**config.mk**
```make
export PLATFORM = sky130hd
export DESIGN_NAME = lru_key_value_cache
export DESIGN_NICKNAME = d
export VERILOG_FILES = /design/src/rtl/lkv_pkg.sv /design/src/rtl/lru_key_value_cache.sv /design/src/rtl/lkv_ram.sv /design/src/rtl/lkv_ctrl.sv /design/src/rtl/lkv_dp.sv
export SDC_FILE = /design/constraint.sdc
export NUM_CORES = 1
export LEC_CHECK = 0
export BUFFER_PORTS_ARGS = -buffer_cell sky130_fd_sc_hd__clkbuf_2
export CORE_UTILIZATION = 45
export DETAILED_ROUTE_END_ITERATION = 8
export PLACE_DENSITY = 0.64
export SYNTH_ARGS = -nofsm -noshare
export SYNTH_HDL_FRONTEND = slang
export SYNTH_SLANG_ARGS = --single-unit
```
**constraint.sdc**
```tcl
create_clock -name clk_i -period 7.22 [get_ports clk_i]
set_input_delay 0.361 -clock clk_i [delete_from_list [all_inputs] [get_ports clk_i]]
set_output_delay 0.361 -clock clk_i [all_outputs]
set_load 0.01 [all_outputs]
```
**src/rtl/lkv_pkg.sv**
```systemverilog
`timescale 1ns / 1ps
// ----------------------------------------------------------------------------
// lkv_pkg: shared types and constants for the LRU key/value cache
// Sizes of the entry store and the command/status bundles between the
// controller and the datapath.
// ----------------------------------------------------------------------------
package lkv_pkg;

  localparam int unsigned CAPACITY = 16;
  localparam int unsigned IDX_W    = (CAPACITY > 1) ? $clog2(CAPACITY) : 1;
  localparam int unsigned CNT_W    = $clog2(CAPACITY + 1);
  localparam int unsigned DATA_W   = 32;
  localparam int unsigned CFG_W    = 5;

  localparam logic [CFG_W-1:0] CFG_RESET = CFG_W'(16);

  localparam logic ACT_GET = 1'b0;
  localparam logic ACT_SET = 1'b1;

  typedef struct packed {
    logic load;    // capture a request and restart the scan
    logic scan;    // issue one store read and advance the scan pointer
    logic commit;  // apply the update and load the result register
  } lkv_cmd_t;

  typedef struct packed {
    logic scan_last;  // scan pointer sits on the last entry
    logic out_free;   // result register can take a beat this cycle
  } lkv_sts_t;

endpackage

```
**src/rtl/lru_key_value_cache.sv**
```systemverilog
`timescale 1ns / 1ps
// ----------------------------------------------------------------------------
// lru_key_value_cache: fully associative key/value cache with LRU eviction
// Get and set requests against a 16-entry store; sets report evictions.
// ----------------------------------------------------------------------------
// Usage:
//   Request channel (in_valid_i/in_ready_o) carries action_i, lookup_key_i and
//   write_value_i. Response channel (out_valid_o/out_ready_i) returns one beat
//   per request: found_o, read_value_o, evicted_o, evicted_key_o.
//   capacity_limit_we_i/capacity_limit_i write the entry limit; write it only
//   while no request is in flight. Zero acts as one, values above the store
//   size clip to it.
//   Timing: one request at a time. After the accepting edge the controller
//   walks all CAPACITY entries through the key/value RAM read port (one entry
//   per cycle), spends a drain state on the last compare and a commit state on
//   the update, which loads the response register; a new request is taken
//   only once the controller is back in idle.
//   Receiver stall: a pending response sits in the output register while the
//   next request is accepted and scanned; its commit waits until that
//   register drains.
//   Reset: the store is empty (all valid bits and ranks clear, count zero),
//   the limit returns to 16 and no response is pending. Key and value RAMs
//   are not cleared; only valid entries are ever used.
// ----------------------------------------------------------------------------
module lru_key_value_cache (
  input  logic                               clk_i,
  input  logic                               rst_ni,
  input  logic                               capacity_limit_we_i,
  input  logic [lkv_pkg::CFG_W-1:0]          capacity_limit_i,
  input  logic                               in_valid_i,
  output logic                               in_ready_o,
  input  logic                               action_i,
  input  logic signed [lkv_pkg::DATA_W-1:0]  lookup_key_i,
  input  logic signed [lkv_pkg::DATA_W-1:0]  write_value_i,
  output logic                               out_valid_o,
  input  logic                               out_ready_i,
  output logic                               found_o,
  output logic signed [lkv_pkg::DATA_W-1:0]  read_value_o,
  output logic                               evicted_o,
  output logic signed [lkv_pkg::DATA_W-1:0]  evicted_key_o
);

  lkv_pkg::lkv_cmd_t cmd;
  lkv_pkg::lkv_sts_t sts;

  // sequencer: idle, scan, last compare, commit
  lkv_ctrl u_ctrl (
    .clk_i      (clk_i),
    .rst_ni     (rst_ni),
    .in_valid_i (in_valid_i),
    .in_ready_o (in_ready_o),
    .sts_i      (sts),
    .cmd_o      (cmd)
  );

  // store, trackers, rank update and response register
  lkv_dp u_dp (
    .clk_i         (clk_i),
    .rst_ni        (rst_ni),
    .cmd_i         (cmd),
    .sts_o         (sts),
    .cfg_we_i      (capacity_limit_we_i),
    .cfg_wdata_i   (capacity_limit_i),
    .action_i      (action_i),
    .lookup_key_i  (lookup_key_i),
    .write_value_i (write_value_i),
    .out_valid_o   (out_valid_o),
    .out_ready_i   (out_ready_i),
    .found_o       (found_o),
    .read_value_o  (read_value_o),
    .evicted_o     (evicted_o),
    .evicted_key_o (evicted_key_o)
  );

  // An accepted request keeps the block busy on the next cycle.
  assert property (@(posedge clk_i) disable iff (!rst_ni)
    (in_valid_i && in_ready_o) |=> !in_ready_o)
    else $error("request accepted while a scan was starting");

  // A commit always presents a response beat on the next cycle.
  assert property (@(posedge clk_i) disable iff (!rst_ni)
    cmd.commit |=> out_valid_o)
    else $error("commit did not load the response register");

  // An eviction only comes from a set that missed.
  assert property (@(posedge clk_i) disable iff (!rst_ni)
    (out_valid_o && evicted_o) |-> (!found_o && (read_value_o == -32'sd1)))
    else $error("eviction reported on a hit or a get");

  // No eviction means the evicted key reads as zero.
  assert property (@(posedge clk_i) disable iff (!rst_ni)
    (out_valid_o && !evicted_o) |-> (evicted_key_o == 32'sd0))
    else $error("evicted key set without an eviction");

endmodule

```
**src/rtl/lkv_ram.sv**
```systemverilog
`timescale 1ns / 1ps
// ----------------------------------------------------------------------------
// lkv_ram: generic single-write, single-read RAM
// One write port and one read port with registered read data.
// ----------------------------------------------------------------------------
module lkv_ram #(
  parameter int unsigned WIDTH = 32,
  parameter int unsigned DEPTH = 16
) (
  input  logic                                          clk_i,
  input  logic                                          we_i,
  input  logic [((DEPTH > 1) ? $clog2(DEPTH) : 1)-1:0]  waddr_i,
  input  logic [WIDTH-1:0]                              wdata_i,
  input  logic                                          re_i,
  input  logic [((DEPTH > 1) ? $clog2(DEPTH) : 1)-1:0]  raddr_i,
  output logic [WIDTH-1:0]                              rdata_o
);

  logic [WIDTH-1:0] mem_q [DEPTH];
  logic [WIDTH-1:0] rdata_q;

  always_ff @(posedge clk_i) begin
    if (we_i) begin
      mem_q[waddr_i] <= wdata_i;
    end
    if (re_i) begin
      rdata_q <= mem_q[raddr_i];
    end
  end

  assign rdata_o = rdata_q;

endmodule

```
**src/rtl/lkv_ctrl.sv**
```systemverilog
`timescale 1ns / 1ps
// ----------------------------------------------------------------------------
// lkv_ctrl: request sequencer
// Accept a request, walk the store, then commit once the result register
// has room.
// ----------------------------------------------------------------------------
module lkv_ctrl (
  input  logic              clk_i,
  input  logic              rst_ni,
  input  logic              in_valid_i,
  output logic              in_ready_o,
  input  lkv_pkg::lkv_sts_t sts_i,
  output lkv_pkg::lkv_cmd_t cmd_o
);

  typedef enum logic [1:0] {
    StIdle,
    StScan,
    StDrain,
    StCommit
  } state_e;

  state_e state_q, state_d;

  always_comb begin
    state_d    = state_q;
    in_ready_o = 1'b0;
    cmd_o      = '0;
    unique case (state_q)
      StIdle: begin
        in_ready_o = 1'b1;
        if (in_valid_i) begin
          cmd_o.load = 1'b1;
          state_d    = StScan;
        end
      end
      StScan: begin
        cmd_o.scan = 1'b1;
        if (sts_i.scan_last) begin
          state_d = StDrain;
        end
      end
      // last compare lands here
      StDrain: begin
        state_d = StCommit;
      end
      StCommit: begin
        if (sts_i.out_free) begin
          cmd_o.commit = 1'b1;
          state_d      = StIdle;
        end
      end
      default: begin
        state_d = StIdle;
      end
    endcase
  end

  always_ff @(posedge clk_i or negedge rst_ni) begin
    if (!rst_ni) begin
      state_q <= StIdle;
    end else begin
      state_q <= state_d;
    end
  end

endmodule

```
**src/rtl/lkv_dp.sv**
```systemverilog
`timescale 1ns / 1ps
// ----------------------------------------------------------------------------
// lkv_dp: entry store, scan trackers, recency ranks and result register
// Keys and values sit in RAM; valid bits, ranks and the count in flops.
// ----------------------------------------------------------------------------
module lkv_dp (
  input  logic                                clk_i,
  input  logic                                rst_ni,
  input  lkv_pkg::lkv_cmd_t                   cmd_i,
  output lkv_pkg::lkv_sts_t                   sts_o,
  input  logic                                cfg_we_i,
  input  logic [lkv_pkg::CFG_W-1:0]           cfg_wdata_i,
  input  logic                                action_i,
  input  logic signed [lkv_pkg::DATA_W-1:0]   lookup_key_i,
  input  logic signed [lkv_pkg::DATA_W-1:0]   write_value_i,
  output logic                                out_valid_o,
  input  logic                                out_ready_i,
  output logic                                found_o,
  output logic signed [lkv_pkg::DATA_W-1:0]   read_value_o,
  output logic                                evicted_o,
  output logic signed [lkv_pkg::DATA_W-1:0]   evicted_key_o
);

  localparam int unsigned IW = lkv_pkg::IDX_W;
  localparam int unsigned DW = lkv_pkg::DATA_W;
  localparam int unsigned NE = lkv_pkg::CAPACITY;

  // request
  logic          act_q;
  logic [DW-1:0] key_q, wval_q;
  logic [lkv_pkg::CFG_W-1:0] cfg_q;

  // scan
  logic [IW-1:0] addr_q, addr_d;
  logic          cmp_vld_q;
  logic [IW-1:0] cmp_idx_q;
  logic [DW-1:0] key_rd, val_rd;

  // trackers
  logic          hit_q, free_found_q, lru_found_q;
  logic [IW-1:0] hit_idx_q, hit_rank_q, free_idx_q, lru_idx_q, lru_rank_q;
  logic [DW-1:0] hit_val_q, lru_key_q;

  // entry state
  logic             valid_q [NE];
  logic             valid_d [NE];
  logic [IW-1:0]    rank_q  [NE];
  logic [IW-1:0]    rank_d  [NE];
  logic [lkv_pkg::CNT_W-1:0] count_q, count_d;

  // result register
  logic          out_valid_q;
  logic          found_q, evicted_q;
  logic [DW-1:0] read_value_q, evicted_key_q;

  // commit decode
  logic [31:0]   cfg_ext, cnt_ext, lim_ext;
  logic          at_limit, evict, ins_ok, cmp_v, cmp_match;
  logic [IW-1:0] slot, cmp_rank;

  assign sts_o.scan_last = (addr_q == IW'(NE - 1));
  assign sts_o.out_free  = !out_valid_q || out_ready_i;

  always_comb begin
    addr_d = addr_q;
    if (cmd_i.load) begin
      addr_d = '0;
    end else if (cmd_i.scan) begin
      addr_d = addr_q + IW'(1);
    end
  end

  lkv_ram #(.WIDTH(DW), .DEPTH(NE)) u_key_ram (
    .clk_i   (clk_i),
    .we_i    (cmd_i.commit && ins_ok),
    .waddr_i (slot),
    .wdata_i (key_q),
    .re_i    (cmd_i.scan),
    .raddr_i (addr_q),
    .rdata_o (key_rd)
  );

  lkv_ram #(.WIDTH(DW), .DEPTH(NE)) u_val_ram (
    .clk_i   (clk_i),
    .we_i    (cmd_i.commit && (act_q == lkv_pkg::ACT_SET) && (hit_q || ins_ok)),
    .waddr_i (hit_q ? hit_idx_q : slot),
    .wdata_i (wval_q),
    .re_i    (cmd_i.scan),
    .raddr_i (addr_q),
    .rdata_o (val_rd)
  );

  assign cmp_v     = valid_q[cmp_idx_q];
  assign cmp_rank  = rank_q[cmp_idx_q];
  assign cmp_match = cmp_v && (key_rd == key_q);

  // effective limit: zero acts as one, large values clip to the store size
  always_comb begin
    cfg_ext = 32'(cfg_q);
    cnt_ext = 32'(count_q);
    if (cfg_ext == 32'd0) begin
      lim_ext = 32'd1;
    end else if (cfg_ext > 32'(NE)) begin
      lim_ext = 32'(NE);
    end else begin
      lim_ext = cfg_ext;
    end
  end

  assign at_limit = (cnt_ext >= lim_ext);
  assign evict    = (act_q == lkv_pkg::ACT_SET) && !hit_q && at_limit && lru_found_q;
  assign ins_ok   = (act_q == lkv_pkg::ACT_SET) && !hit_q && (evict || free_found_q);

  // first free slot after the eviction
  always_comb begin
    slot = free_idx_q;
    if (evict && !(free_found_q && (free_idx_q < lru_idx_q))) begin
      slot = lru_idx_q;
    end
  end

  always_comb begin
    count_d = count_q;
    for (int i = 0; i < NE; i++) begin
      valid_d[i] = valid_q[i];
      rank_d[i]  = rank_q[i];
    end
    if (cmd_i.commit && (act_q == lkv_pkg::ACT_SET)) begin
      if (hit_q) begin
        for (int i = 0; i < NE; i++) begin
          if (IW'(i) == hit_idx_q) begin
            rank_d[i] = '0;
          end else if (valid_q[i] && (rank_q[i] < hit_rank_q)) begin
            rank_d[i] = rank_q[i] + IW'(1);
          end
        end
      end else if (ins_ok) begin
        for (int i = 0; i < NE; i++) begin
          if (IW'(i) == slot) begin
            valid_d[i] = 1'b1;
            rank_d[i]  = '0;
          end else if (evict && (IW'(i) == lru_idx_q)) begin
            valid_d[i] = 1'b0;
            rank_d[i]  = '0;
          end else if (valid_q[i]) begin
            rank_d[i] = rank_q[i] + IW'(1);
          end
        end
        if (!evict) begin
          count_d = count_q + lkv_pkg::CNT_W'(1);
        end
      end
    end
  end

  always_ff @(posedge clk_i or negedge rst_ni) begin
    if (!rst_ni) begin
      cfg_q        <= lkv_pkg::CFG_RESET;
      addr_q       <= '0;
      cmp_vld_q    <= 1'b0;
      hit_q        <= 1'b0;
      free_found_q <= 1'b0;
      lru_found_q  <= 1'b0;
      count_q      <= '0;
      out_valid_q  <= 1'b0;
      for (int i = 0; i < NE; i++) begin
        valid_q[i] <= 1'b0;
        rank_q[i]  <= '0;
      end
    end else begin
      if (cfg_we_i) begin
        cfg_q <= cfg_wdata_i;
      end
      addr_q    <= addr_d;
      cmp_vld_q <= cmd_i.scan;
      count_q   <= count_d;
      for (int i = 0; i < NE; i++) begin
        valid_q[i] <= valid_d[i];
        rank_q[i]  <= rank_d[i];
      end
      if (cmd_i.load) begin
        hit_q        <= 1'b0;
        free_found_q <= 1'b0;
        lru_found_q  <= 1'b0;
      end else if (cmp_vld_q) begin
        if (cmp_match && !hit_q) begin
          hit_q <= 1'b1;
        end
        if (!cmp_v && !free_found_q) begin
          free_found_q <= 1'b1;
        end
        if (cmp_v) begin
          lru_found_q <= 1'b1;
        end
      end
      if (cmd_i.commit) begin
        out_valid_q <= 1'b1;
      end else if (out_ready_i) begin
        out_valid_q <= 1'b0;
      end
    end
  end

  // payload registers
  always_ff @(posedge clk_i) begin
    if (cmd_i.load) begin
      act_q  <= action_i;
      key_q  <= $unsigned(lookup_key_i);
      wval_q <= $unsigned(write_value_i);
    end
    cmp_idx_q <= addr_q;
    if (cmp_vld_q && !cmd_i.load) begin
      if (cmp_match && !hit_q) begin
        hit_idx_q  <= cmp_idx_q;
        hit_rank_q <= cmp_rank;
        hit_val_q  <= val_rd;
      end
      if (!cmp_v && !free_found_q) begin
        free_idx_q <= cmp_idx_q;
      end
      if (cmp_v && (!lru_found_q || (cmp_rank > lru_rank_q))) begin
        lru_idx_q  <= cmp_idx_q;
        lru_rank_q <= cmp_rank;
        lru_key_q  <= key_rd;
      end
    end
    if (cmd_i.commit) begin
      found_q       <= hit_q;
      read_value_q  <= ((act_q == lkv_pkg::ACT_GET) && hit_q) ? hit_val_q : '1;
      evicted_q     <= evict;
      evicted_key_q <= evict ? lru_key_q : '0;
    end
  end

  assign out_valid_o   = out_valid_q;
  assign found_o       = found_q;
  assign read_value_o  = $signed(read_value_q);
  assign evicted_o     = evicted_q;
  assign evicted_key_o = $signed(evicted_key_q);

endmodule

```
==> results of run 1 <==
-- stage by stage --
stage / utilization (%) / cell area [um^2] / setup WS, ps / instances
3_5_place_dp: 47.8 / 59100 / 2420 / 4535
6_report: 52.0 / 64300 / 2450 / 4881
4_1_cts: 52.0 / 64300 / 2410 / 4881
5_1_grt: 52.0 / 64300 / 2140 / 4881
2_1_floorplan: - / 56000 / 1350 / 2805
3_3_place_gp: 47.8 / 59100 / 2510 / 4535
-- timing repair --
action | in CTS | in global routing
hold buffers | 76 | 0
hold endpoints to repair | 109 | 0
gates resized for setup | 0 | 0
-- placed cells by master, fill, tap and decap left out, types with 6 or more instances in the layout --
master,count
sky130_fd_sc_hd__clkbuf_1,34
sky130_fd_sc_hd__clkinv_2,27
sky130_fd_sc_hd__a21boi_0,13
sky130_fd_sc_hd__inv_6,6
sky130_fd_sc_hd__edfxtp_1,1303
sky130_fd_sc_hd__buf_4,62
sky130_fd_sc_hd__a21o_1,21
sky130_fd_sc_hd__o221ai_1,12
sky130_fd_sc_hd__xor2_1,30
sky130_fd_sc_hd__nand2_1,120
sky130_fd_sc_hd__clkbuf_16,152
sky130_fd_sc_hd__mux4_2,345
sky130_fd_sc_hd__xnor2_1,7
sky130_fd_sc_hd__dfrtp_1,95
sky130_fd_sc_hd__nor2_1,65
sky130_fd_sc_hd__a21oi_1,51
sky130_fd_sc_hd__ha_1,81
sky130_fd_sc_hd__nor2_4,31
sky130_fd_sc_hd__nor4_1,7
sky130_fd_sc_hd__o22ai_1,36
sky130_fd_sc_hd__clkbuf_2,141
sky130_fd_sc_hd__nand3_1,29
sky130_fd_sc_hd__nand2b_1,85
sky130_fd_sc_hd__o21ai_0,85
sky130_fd_sc_hd__and2_1,35
sky130_fd_sc_hd__a211oi_2,7
sky130_fd_sc_hd__nor3_1,13
sky130_fd_sc_hd__o21ai_1,11
sky130_fd_sc_hd__inv_1,82
sky130_fd_sc_hd__a211oi_1,9
sky130_fd_sc_hd__dlygate4sd3_1,76
sky130_fd_sc_hd__o211ai_1,7
sky130_fd_sc_hd__nor2b_1,7
sky130_fd_sc_hd__clkinv_1,34
-- where the power goes --
part / switching, W / total, W / internal (W)
sequential: 0.000791 / 0.0106 / 0.00985
clock: 0.00306 / 0.00706 / 0.00400
combinational: 0.00192 / 0.00380 / 0.00188
-- sequential cells by signal, summed over array words and instances, names as in the netlist, 32 cells and up --
register,cells
u_dp.evicted_key_o,32
u_dp.hit_val_q,32
u_dp.key_q,32
u_dp.lru_key_q,32
u_dp.rank_q,64
u_dp.read_value_o,32
u_dp.u_key_ram.mem_q,512
u_dp.u_key_ram.rdata_o,32
u_dp.u_val_ram.mem_q,512
u_dp.u_val_ram.rdata_o,32
u_dp.wval_q,32
-- worst max-delay path by stage --
stage / to / cells past startpoint / slack [ps] / start
after floorplan: u_dp.hit_idx_q[0] / 5 / 1350 / u_dp.cmp_idx_q[1]
after global placement: u_dp.u_key_ram.mem_q[0][11] / 12 / 2510 / u_dp.cfg_q[1]
after detailed placement: u_dp.u_key_ram.mem_q[0][8] / 12 / 2420 / u_dp.cfg_q[1]
after CTS: u_dp.u_key_ram.mem_q[0][17] / 12 / 2410 / u_dp.cfg_q[1]
after global routing: u_dp.u_key_ram.mem_q[2][18] / 13 / 2140 / u_dp.cfg_q[1]
final: u_dp.u_key_ram.mem_q[0][8] / 12 / 2450 / u_dp.cfg_q[1]
-- worst max-delay path, stage by stage, from the launching register on --
cell and delay (ps):
sky130_fd_sc_hd__dfrtp_1 400, sky130_fd_sc_hd__nor3_1 220, sky130_fd_sc_hd__nor2_1 70, sky130_fd_sc_hd__nor2_1 130, sky130_fd_sc_hd__ha_1 140, sky130_fd_sc_hd__nand2b_1 120
sky130_fd_sc_hd__a31oi_2 150, sky130_fd_sc_hd__o31ai_4 660, sky130_fd_sc_hd__buf_4 570, sky130_fd_sc_hd__nand2_1 190, sky130_fd_sc_hd__nor3_1 190, sky130_fd_sc_hd__o21ai_1 380
sky130_fd_sc_hd__nor2_4 1070
-- layer usage --
metal,global-route usage [%],up-vias,wire length (um)
met2,34.3,954,64600
met5,0,-,0
met3,3.48,189,7150
li1,-,12100,-
met4,5.90,0,2500
met1,28.3,14900,54000
-- logic make-up (layout without fill, tap and decap cells) --
logic type                 Yosys count  count (layout)  share of synthesized area (%)
DFF                               1408            1408                           74.5
and+or+nand+nor                    416             416                           3.65
muxes                              353             353                           14.0
AOI/OAI and AO/OA                  314             314                           3.92
buffers and inverters              195             634                           1.45
adders and majority gates           82              82                           1.83
xor gates and xnor gates            37              37                          0.579
-- area by class of cell --
cell class	instances	share of cell area [%]
repair buffers	281	3.07
multi-input cells	1202	21.3
clock inverters	81	0.831
clock buffers	189	6.18
flip-flops and latches	1408	64.9
well taps	1637	3.18
inverters	83	0.488
==> flow_metrics.tcl, run 1 <==
set metrics [dict create \
    outcome "finished clean" \
    synth_fp_nets 2962 \
    grt_start_max_net_pins 96 \
    unrepaired_setup_endpoints_after_global_routing "no" \
    h-tree-depth 4 \
    finClkSkew_ps 48.7 \
    worst-setup-path-type "reg2reg" \
    antenna_violating_nets_post_route 0 \
    syn2layout_area_growth_pct 14.9 \
    groute.usage.overall_pct 20.7 \
    chipWidth_um 355 \
    hold_path.class "in2reg" \
    finalSetupTns_ps 0 \
    slew_headroom_pct 8.20 \
    ys_warn_count 0 \
    seqCellArea_um2 41800 \
    holdCritStartpoint "in_valid_i" \
    postCtsSetupRepairBufs 0 \
    irDropWorstVdd_v 0.000277 \
    routed_wire_length_per_instance_um 26.3 \
    syn_inst 2805 \
    hpwlAfterDp_um 76200 \
    slew_at_the_pin_closest_to_its_max_slew_limit_ps 1370 \
    fp.dieArea_um2 126000 \
    layout-drive-gt1-share_pct 25.9 \
    initial_antenna_violation_count 1 \
    floorplan.initialDensity_pct 45.3 \
    synth_top_flop_cell "sky130_fd_sc_hd__edfxtp_1" \
    die_y_um 355 \
    core_area_um2 124000 \
    drt_iter0_markers 2449 \
    synth_area_um2 56000 \
    timing.critical_path.arrival_ps 5140 \
    totalPowerFinal_w 0.0215 \
    rows 129 \
    final_net_count 3280 \
    yosysMostFrequentCell "sky130_fd_sc_hd__edfxtp_1" \
    clock.fmax_mhz 210 \
    tritoncts "built" \
    critical_path.endpoint_type "flop" \
    setup.reg_to_reg.worst_slack_ps 2450 \
    via_count_of_the_first_global_routing_pass 29400 \
    finalHoldViolations 0 \
    synth_cell_type_count 75 \
    cts_max_path_buffers 3 \
    total_wire_length_um 128000 \
    drc 0 \
    clkTransAtPathRegs_ps 60 \
    grt_pass1_wl_um 191000 \
    leakage_nw 20.7 \
    clk_latency_ps 790 \
    slew_viol_final 0 \
    synth.avg_cell_area_um2 20.0 \
    yosys-top-cells-area "sky130_fd_sc_hd__edfxtp_1 70%, sky130_fd_sc_hd__mux4_2 14%, sky130_fd_sc_hd__dfrtp_1 4.5%, sky130_fd_sc_hd__ha_1 1.8%, sky130_fd_sc_hd__nand2b_1 0.95%" \
    max_cap_viol_count 0 \
    r2r-start "u_dp.cfg_q[1]" \
    crit_required_ps 7590 \
    r2r_end "u_dp.u_key_ram.mem_q[0][8]" \
    holdPathEnd "u_ctrl.state_q[1]" \
    hold_depth 4 \
    power_density_nw_per_um2 334 \
    root_buffer "sky130_fd_sc_hd__clkbuf_16" \
    insertedDiodeCount 0 \
    gp_routability_congestion 0.922 \
    yosys_register_bits 1408 \
    grt-ovfl-total 0 \
    fin_worst_hold_slack_ps 88.8 \
    min_period_ps 4770 \
    synthArstFlopShare_pct 7.17 \
    final.period_utilization_pct 66.0 \
    routed_via_density 5.75 \
    synth-edff-count 1303 \
    area_of_combinational_cells_with_multiple_inputs_um2 13700 \
    synthTopCellsByCount "1303 x sky130_fd_sc_hd__edfxtp_1, 345 x sky130_fd_sc_hd__mux4_2, 120 x sky130_fd_sc_hd__nand2_1, 100 x sky130_fd_sc_hd__dfrtp_1, 96 x sky130_fd_sc_hd__nor2_1" \
    r2r_cells 12 \
    vias 28100 \
    layout.filler_cells 9705 \
    critical_path_startpoint_category "flop" \
    cts.sink_count 1408 \
    portBuffers 142 \
    synth-seq-area-share_pct 74.5 \
    numCtsBuffers 147 \
    timing.final.setup_violations 0 \
    post-synth-top-area-fraction_pct 69.9 \
    critical_path.max_fanout 47 \
    top_level_ports 143 \
    detail_route.first_pass.iterations 6 \
    post-synth-top-area-cell "sky130_fd_sc_hd__edfxtp_1" \
]
(Power assumes the default switching activity.)
==> run 2: changes to the inputs <==
==> constraint.sdc (replaced) <==
create_clock -name clk_i -period 4.83 [get_ports clk_i]
set_input_delay 0.2415 -clock clk_i [delete_from_list [all_inputs] [get_ports clk_i]]
set_output_delay 0.2415 -clock clk_i [all_outputs]
set_load 0.01 [all_outputs]
==> run 2 against run 1 <==
Compared with the run above: sequential share of layout area decreased by 0.35 points; largest power group unchanged; non-clock buffer count up 20; first-iteration DRC count is 13% higher; cell count is 0.16% higher.
==> flow_metrics.tcl, run 2 (synthesis results as in run 1) <==
set metrics [dict create \
    gp_routability_congestion 0.902 \
    unrepaired_setup_endpoints_after_global_routing "no" \
    pwr-share-seq_pct 49.0 \
    groute.usage.overall_pct 21.1 \
    timing.final.setup_violations 0 \
    outcome "finished clean" \
    drc 0 \
    hpwlAfterDp_um 80500 \
    hold_depth 2 \
    portBuffers 142 \
    clkTransAtPathRegs_ps 60 \
    top_level_ports 143 \
    hold_path.class "in2reg" \
    antenna_violating_nets_post_route 0 \
    routed_wire_length_per_instance_um 26.7 \
    worst-setup-path-type "reg2reg" \
    setup.reg_to_reg.worst_slack_ps 920 \
    drt_iter0_markers 2776 \
    irDropWorstVdd_v 0.000537 \
    slew_headroom_pct 16.2 \
    initial_antenna_violation_count 3 \
    reg_top3 "u_dp.u_key_ram.mem_q x512, u_dp.u_val_ram.mem_q x512, u_dp.rank_q x64" \
    clk_latency_ps 790 \
    final_net_count 3298 \
    layout.filler_cells 9702 \
    via_count_of_the_first_global_routing_pass 29600 \
    final_cell_area_um2 64700 \
    power.net_switching_w 0.00886 \
    r2r_end "u_dp.u_key_ram.mem_q[3][9]" \
    syn2layout_area_growth_pct 15.5 \
    slew_at_the_pin_closest_to_its_max_slew_limit_ps 1250 \
    cell_internal_pwr_w 0.0237 \
    min_period_ps 3910 \
    critical_path.endpoint_type "flop" \
    core_area_um2 124000 \
    finalSetupTns_ps 0 \
    crit_path_cell_trace "nor3_1 > nor2_1 > nor2_1 > ha_1 > nand2b_1 > a31oi_2 > o31ai_4 > and2_1 > buf_4 > nor2_1 > o21ai_0 > buf_4 > nor2_4" \
    postCtsSetupRepairBufs 0 \
    switching_share_pct 27.2 \
    mostFrequentLayoutCells "1303 x sky130_fd_sc_hd__edfxtp_1, 345 x sky130_fd_sc_hd__mux4_2, 149 x sky130_fd_sc_hd__clkbuf_16" \
    fp.dieArea_um2 126000 \
    tritoncts "built" \
    insertedDiodeCount 0 \
    root_buffer "sky130_fd_sc_hd__clkbuf_16" \
    clock.fmax_mhz 256 \
    floorplan.initialDensity_pct 45.3 \
    max_cap_viol_count 0 \
    finalWorstSetupSlack_ps 925 \
    crit_required_ps 5200 \
    timing.critical_path.slowest_cell_delay_ps 910 \
    layout.cells.most_common "sky130_fd_sc_hd__edfxtp_1" \
    timing.critical_path.mode_cell "sky130_fd_sc_hd__nor2_1" \
    die_y_um 355 \
    rows 129 \
    routed_via_density 5.79 \
    h-tree-depth 4 \
    final.period_utilization_pct 80.9 \
    critical_path_startpoint_category "flop" \
    dpl_cell_area_um2 59300 \
    leakage_nw 20.8 \
    finClkSkew_ps 41.8 \
    cts.sink_count 1408 \
    total_wire_length_um 131000 \
    finalHoldViolations 0 \
    detailedPlace.worstSlack_ps 895 \
    fin_worst_hold_slack_ps 177 \
    holdCritStartpoint "write_value_i[27]" \
    grt_start_max_net_pins 71 \
    final_standard_cell_utilization_of_the_core_pct 52.3 \
    timing.critical_path.arrival_ps 4280 \
    power_density_nw_per_um2 503 \
    holdPathEnd "u_dp.wval_q[27]" \
    vias 28300 \
    slew_viol_final 0 \
    layout-drive-gt1-share_pct 26.3 \
    r2r-start "u_dp.cfg_q[1]" \
    grt-ovfl-total 0 \
    cts_max_path_buffers 3 \
    numCtsBuffers 145 \
    detail_route.first_pass.iterations 5 \
    r2r_cells 13 \
    combPwrFrac_pct 18.3 \
    critical_path.max_fanout 32 \
    share_clk_of_total_power_pct 32.7 \
    chipWidth_um 355 \
    grt_pass1_wl_um 194000 \
    worst_path_max_delay_cell "sky130_fd_sc_hd__nor2_4" \
]
## run 2: cell types whose count changed in the layout (fill, tap and decap cells not counted), sizes merged
cell / delta
buf: +15
bufinv: +4
clkbuf: -6
clkinv: -12
dlygate4sd3: +5
inv: +2
## run 2: area by class of cell
cell class | count | area, um^2 | area share, %
inverters | 83 | 314 | 0.486
well taps | 1637 | 2050 | 3.17
clock buffers | 183 | 3870 | 5.98
flip-flops and latches | 1408 | 41800 | 64.6
clock inverters | 75 | 638 | 0.987
repair buffers | 301 | 2310 | 3.57
multi-input cells | 1202 | 13700 | 21.2
## run 2: critical path: cells and delay by family, from the launching register on
family          cells  cell delay [ps]
fa+ha+maj           1              230
simple gates        7             1860
compound gates      3              550
flops               1              390
buf+inv             2              450
## run 2: how the worst max path moves through the flow
stage / start / cells past startpoint / slack [ps] / to
final: u_dp.cfg_q[1] / 13 / 920 / u_dp.u_key_ram.mem_q[3][9]
after global routing: u_dp.cfg_q[1] / 13 / 690 / u_dp.u_key_ram.mem_q[3][9]
after CTS: u_dp.cfg_q[1] / 13 / 860 / u_dp.u_key_ram.mem_q[3][9]
after detailed placement: u_dp.cfg_q[1] / 13 / 890 / u_dp.u_key_ram.mem_q[3][9]
after global placement: u_dp.cfg_q[1] / 13 / 800 / u_dp.u_key_ram.mem_q[3][8]
after floorplan: u_dp.cfg_q[1] / 12 / 90 / u_dp.u_key_ram.mem_q[1][0]
## run 2: timing repair
action                    in CTS  in global routing
resized for setup              0                  0
hold endpoints to repair     115                  0
hold buffers                  81                  0
## run 2: per-layer routing
metal | vias to the layer above | global-route usage (%) | part of all wire, %
li1 | 12100 | - | -
met1 | 15000 | 28.2 | 41
met2 | 1043 | 35.7 | 51
met3 | 213 | 3.34 | 6.1
met4 | 0 | 6.23 | 2.3
met5 | - | 0 | 0
## run 2: stage by stage
step	power [W]	cells
6_report	0.0325	4889
5_1_grt	0.0337	4889
4_1_cts	0.0329	4889
3_5_place_dp	0.0222	4550
3_3_place_gp	0.0220	4550
2_1_floorplan	0.0198	2805
## run 2: power groups by stage
stage	Clock, W	Combinational (W)	Sequential, W
6_report	0.0106	0.00596	0.0159
5_1_grt	0.0113	0.00637	0.0160
4_1_cts	0.0108	0.00609	0.0159
3_5_place_dp	0	0.00601	0.0162
3_3_place_gp	0	0.00593	0.0161
2_1_floorplan	0	0.00433	0.0155
==> run 3: changes to the inputs <==
--- a/config.mk
+++ b/config.mk
@@ -8,7 +8,7 @@
 export BUFFER_PORTS_ARGS = -buffer_cell sky130_fd_sc_hd__clkbuf_2
 export CORE_UTILIZATION = 45
 export DETAILED_ROUTE_END_ITERATION = 8
-export PLACE_DENSITY = 0.64
+export PLACE_DENSITY = 0.66
 export SYNTH_ARGS = -nofsm -noshare
 export SYNTH_HDL_FRONTEND = slang
 export SYNTH_SLANG_ARGS = --single-unit
==> constraint.sdc (replaced) <==
create_clock -name clk_i -period 3.53 [get_ports clk_i]
set_input_delay 0.1765 -clock clk_i [delete_from_list [all_inputs] [get_ports clk_i]]
set_output_delay 0.1765 -clock clk_i [all_outputs]
set_load 0.01 [all_outputs]
==> run 3 against run 2 <==
Compared with the run above: clock power up 40%; via count is 2.5% higher; register-to-register slack lost 780 ps; global-route usage increased by 0.71 points; first-iteration DRC count increased by 19%; die area unchanged; cell count increased by 1.8%; critical endpoint is now u_dp.lru_key_q[2]; largest power group unchanged; highest routed layer is now met5.
==> flow_metrics.tcl, run 3 (synthesis results as in run 1) <==
set metrics [dict create \
    power_density_nw_per_um2 685 \
    finClkSkew_ps 40.3 \
    insertedDiodeCount 0 \
    mostFrequentLayoutCells "1303 x sky130_fd_sc_hd__edfxtp_1, 345 x sky130_fd_sc_hd__mux4_2, 151 x sky130_fd_sc_hd__clkbuf_16" \
    antenna_violating_nets_post_route 0 \
    detail_route.first_pass.iterations 6 \
    final_net_count 3393 \
    layout.cells.most_common "sky130_fd_sc_hd__edfxtp_1" \
    holdPathEnd "u_dp.key_q[31]" \
    numCtsBuffers 145 \
    timing.final.setup_violations 0 \
    groute.usage.overall_pct 21.8 \
    slew_at_the_pin_closest_to_its_max_slew_limit_ps 950 \
    floorplan.initialDensity_pct 45.3 \
    worst-setup-path-type "reg2reg" \
    critical_path_startpoint_category "flop" \
    cts.sink_count 1408 \
    r2r-start "u_dp.cmp_idx_q[0]" \
    crit_required_ps 3960 \
    slew_headroom_pct 36.5 \
    holdCritStartpoint "lookup_key_i[31]" \
    timing.critical_path.arrival_ps 3820 \
    clk_latency_ps 780 \
    fp.dieArea_um2 126000 \
    postCtsSetupRepairBufs 0 \
    drc 0 \
    chipWidth_um 355 \
    top_level_ports 143 \
    routed_via_density 5.83 \
    final.period_utilization_pct 96.0 \
    root_buffer "sky130_fd_sc_hd__clkbuf_16" \
    total_wire_length_um 135000 \
    max_cap_viol_count 0 \
    grt_start_max_net_pins 68 \
    gp_routability_congestion 0.891 \
    die_y_um 355 \
    vias 29000 \
    initial_antenna_violation_count 5 \
    unrepaired_setup_endpoints_after_global_routing "no" \
    portBuffers 142 \
    finalNonFillerCells 4978 \
    hold_path.class "in2reg" \
    tritoncts "built" \
    core_area_um2 124000 \
    grt_pass1_wl_um 201000 \
    hold_depth 2 \
    hpwlAfterDp_um 89200 \
    via_count_of_the_first_global_routing_pass 30000 \
    clock.fmax_mhz 295 \
    layout-drive-gt1-share_pct 28.6 \
    r2r_end "u_dp.lru_key_q[2]" \
    critPathLaunch "u_dp.cmp_idx_q[0]" \
    leakage_nw 21.5 \
    finalHoldViolations 0 \
    setup.reg_to_reg.worst_slack_ps 140 \
    slew_viol_final 0 \
    r2r_cells 11 \
    final_cell_area_um2 66200 \
    placed_cells 4650 \
    grt-ovfl-total 0 \
    cts_max_path_buffers 3 \
    rows 129 \
    drt_iter0_markers 3296 \
    dpl_cell_area_um2 60900 \
    irDropWorstVdd_v 0.000579 \
    clkTransAtPathRegs_ps 60 \
    min_period_ps 3390 \
    reg_top3 "u_dp.u_key_ram.mem_q x512, u_dp.u_val_ram.mem_q x512, u_dp.rank_q x64" \
    critical_path.max_fanout 36 \
    syn2layout_area_growth_pct 18.3 \
    routed_wire_length_per_instance_um 27.1 \
    outcome "finished clean" \
    critical_path.endpoint_type "flop" \
    h-tree-depth 4 \
]
[run 3: changes by cell type in the layout (fill, tap and decap cells not counted), sizes merged]
cell         delta
bufinv          +1
clkbuf          -2
dlygate4sd3     -5
clkinv          -4
buf           +100
inv             -1
[run 3: stage by stage]
| step | TNS (ps) | utilization, % | hold WS (ps) | setup slack, ps | total power, W |
|---|---|---|---|---|---|
| floorplan | -504460 | - | -119 | -610 | 0.0272 |
| global placement | 0 | 49.3 | 258 | 170 | 0.0308 |
| detailed placement | 0 | 49.3 | 264 | 185 | 0.0310 |
| CTS | 0 | 53.6 | 57.7 | 140 | 0.0458 |
| global route | 0 | 53.6 | 86.4 | 6.83 | 0.0470 |
| finish | 0 | 53.6 | 111 | 142 | 0.0454 |
[run 3: routing by layer]
layer  track usage [%]  part of all wire, %  vias to the layer above
met1              29.8                   41                    15300
met3              3.97                  6.9                      217
met5                 0               0.0052                        -
met4              5.41                  2.1                        2
li1                  -                    -                    12300
met2              36.2                   50                     1239
[run 3: cell type report]
class	instances	area (um^2)
clock buffer	181	3940
clock inverter	71	633
fill	9515	57400
inverter	83	314
multi-input combinational	1202	13700
sequential	1408	41800
tap	1637	2050
timing repair buffer	396	3800
[run 3: worst max-delay path, cell delays in order, from the launching register on]
cell and delay, ps:
sky130_fd_sc_hd__dfxtp_4 480, sky130_fd_sc_hd__buf_12 160, sky130_fd_sc_hd__mux4_2 480, sky130_fd_sc_hd__mux4_2 510, sky130_fd_sc_hd__ha_1 310, sky130_fd_sc_hd__nor2b_1 120
sky130_fd_sc_hd__o21ai_0 70, sky130_fd_sc_hd__nand2b_1 80, sky130_fd_sc_hd__a21oi_1 60, sky130_fd_sc_hd__a41o_1 230, sky130_fd_sc_hd__a21oi_4 190, sky130_fd_sc_hd__buf_12 260
[run 3: where the power goes]
group	leakage, nW	internal [W]	switching, W
combinational	6.41	0.00427	0.00464
clock	2.24	0.00850	0.00628
sequential	12.9	0.0201	0.00150
[run 3: repair_timing]
item,CTS,global route
hold buffers,76,0
resized for setup,0,1
hold endpoints to repair,132,0
setup endpoints to repair,0,31
[run 3: how the worst max path moves through the flow]
stage	end	slack (ps)	depth (start not counted)
after floorplan	u_dp.u_val_ram.mem_q[1][0]	-610	13
after global routing	u_dp.lru_key_q[2]	7	11
after global placement	u_dp.lru_key_q[0]	170	11
after CTS	u_dp.lru_key_q[2]	140	11
after detailed placement	u_dp.lru_key_q[8]	190	11
final	u_dp.lru_key_q[2]	140	11
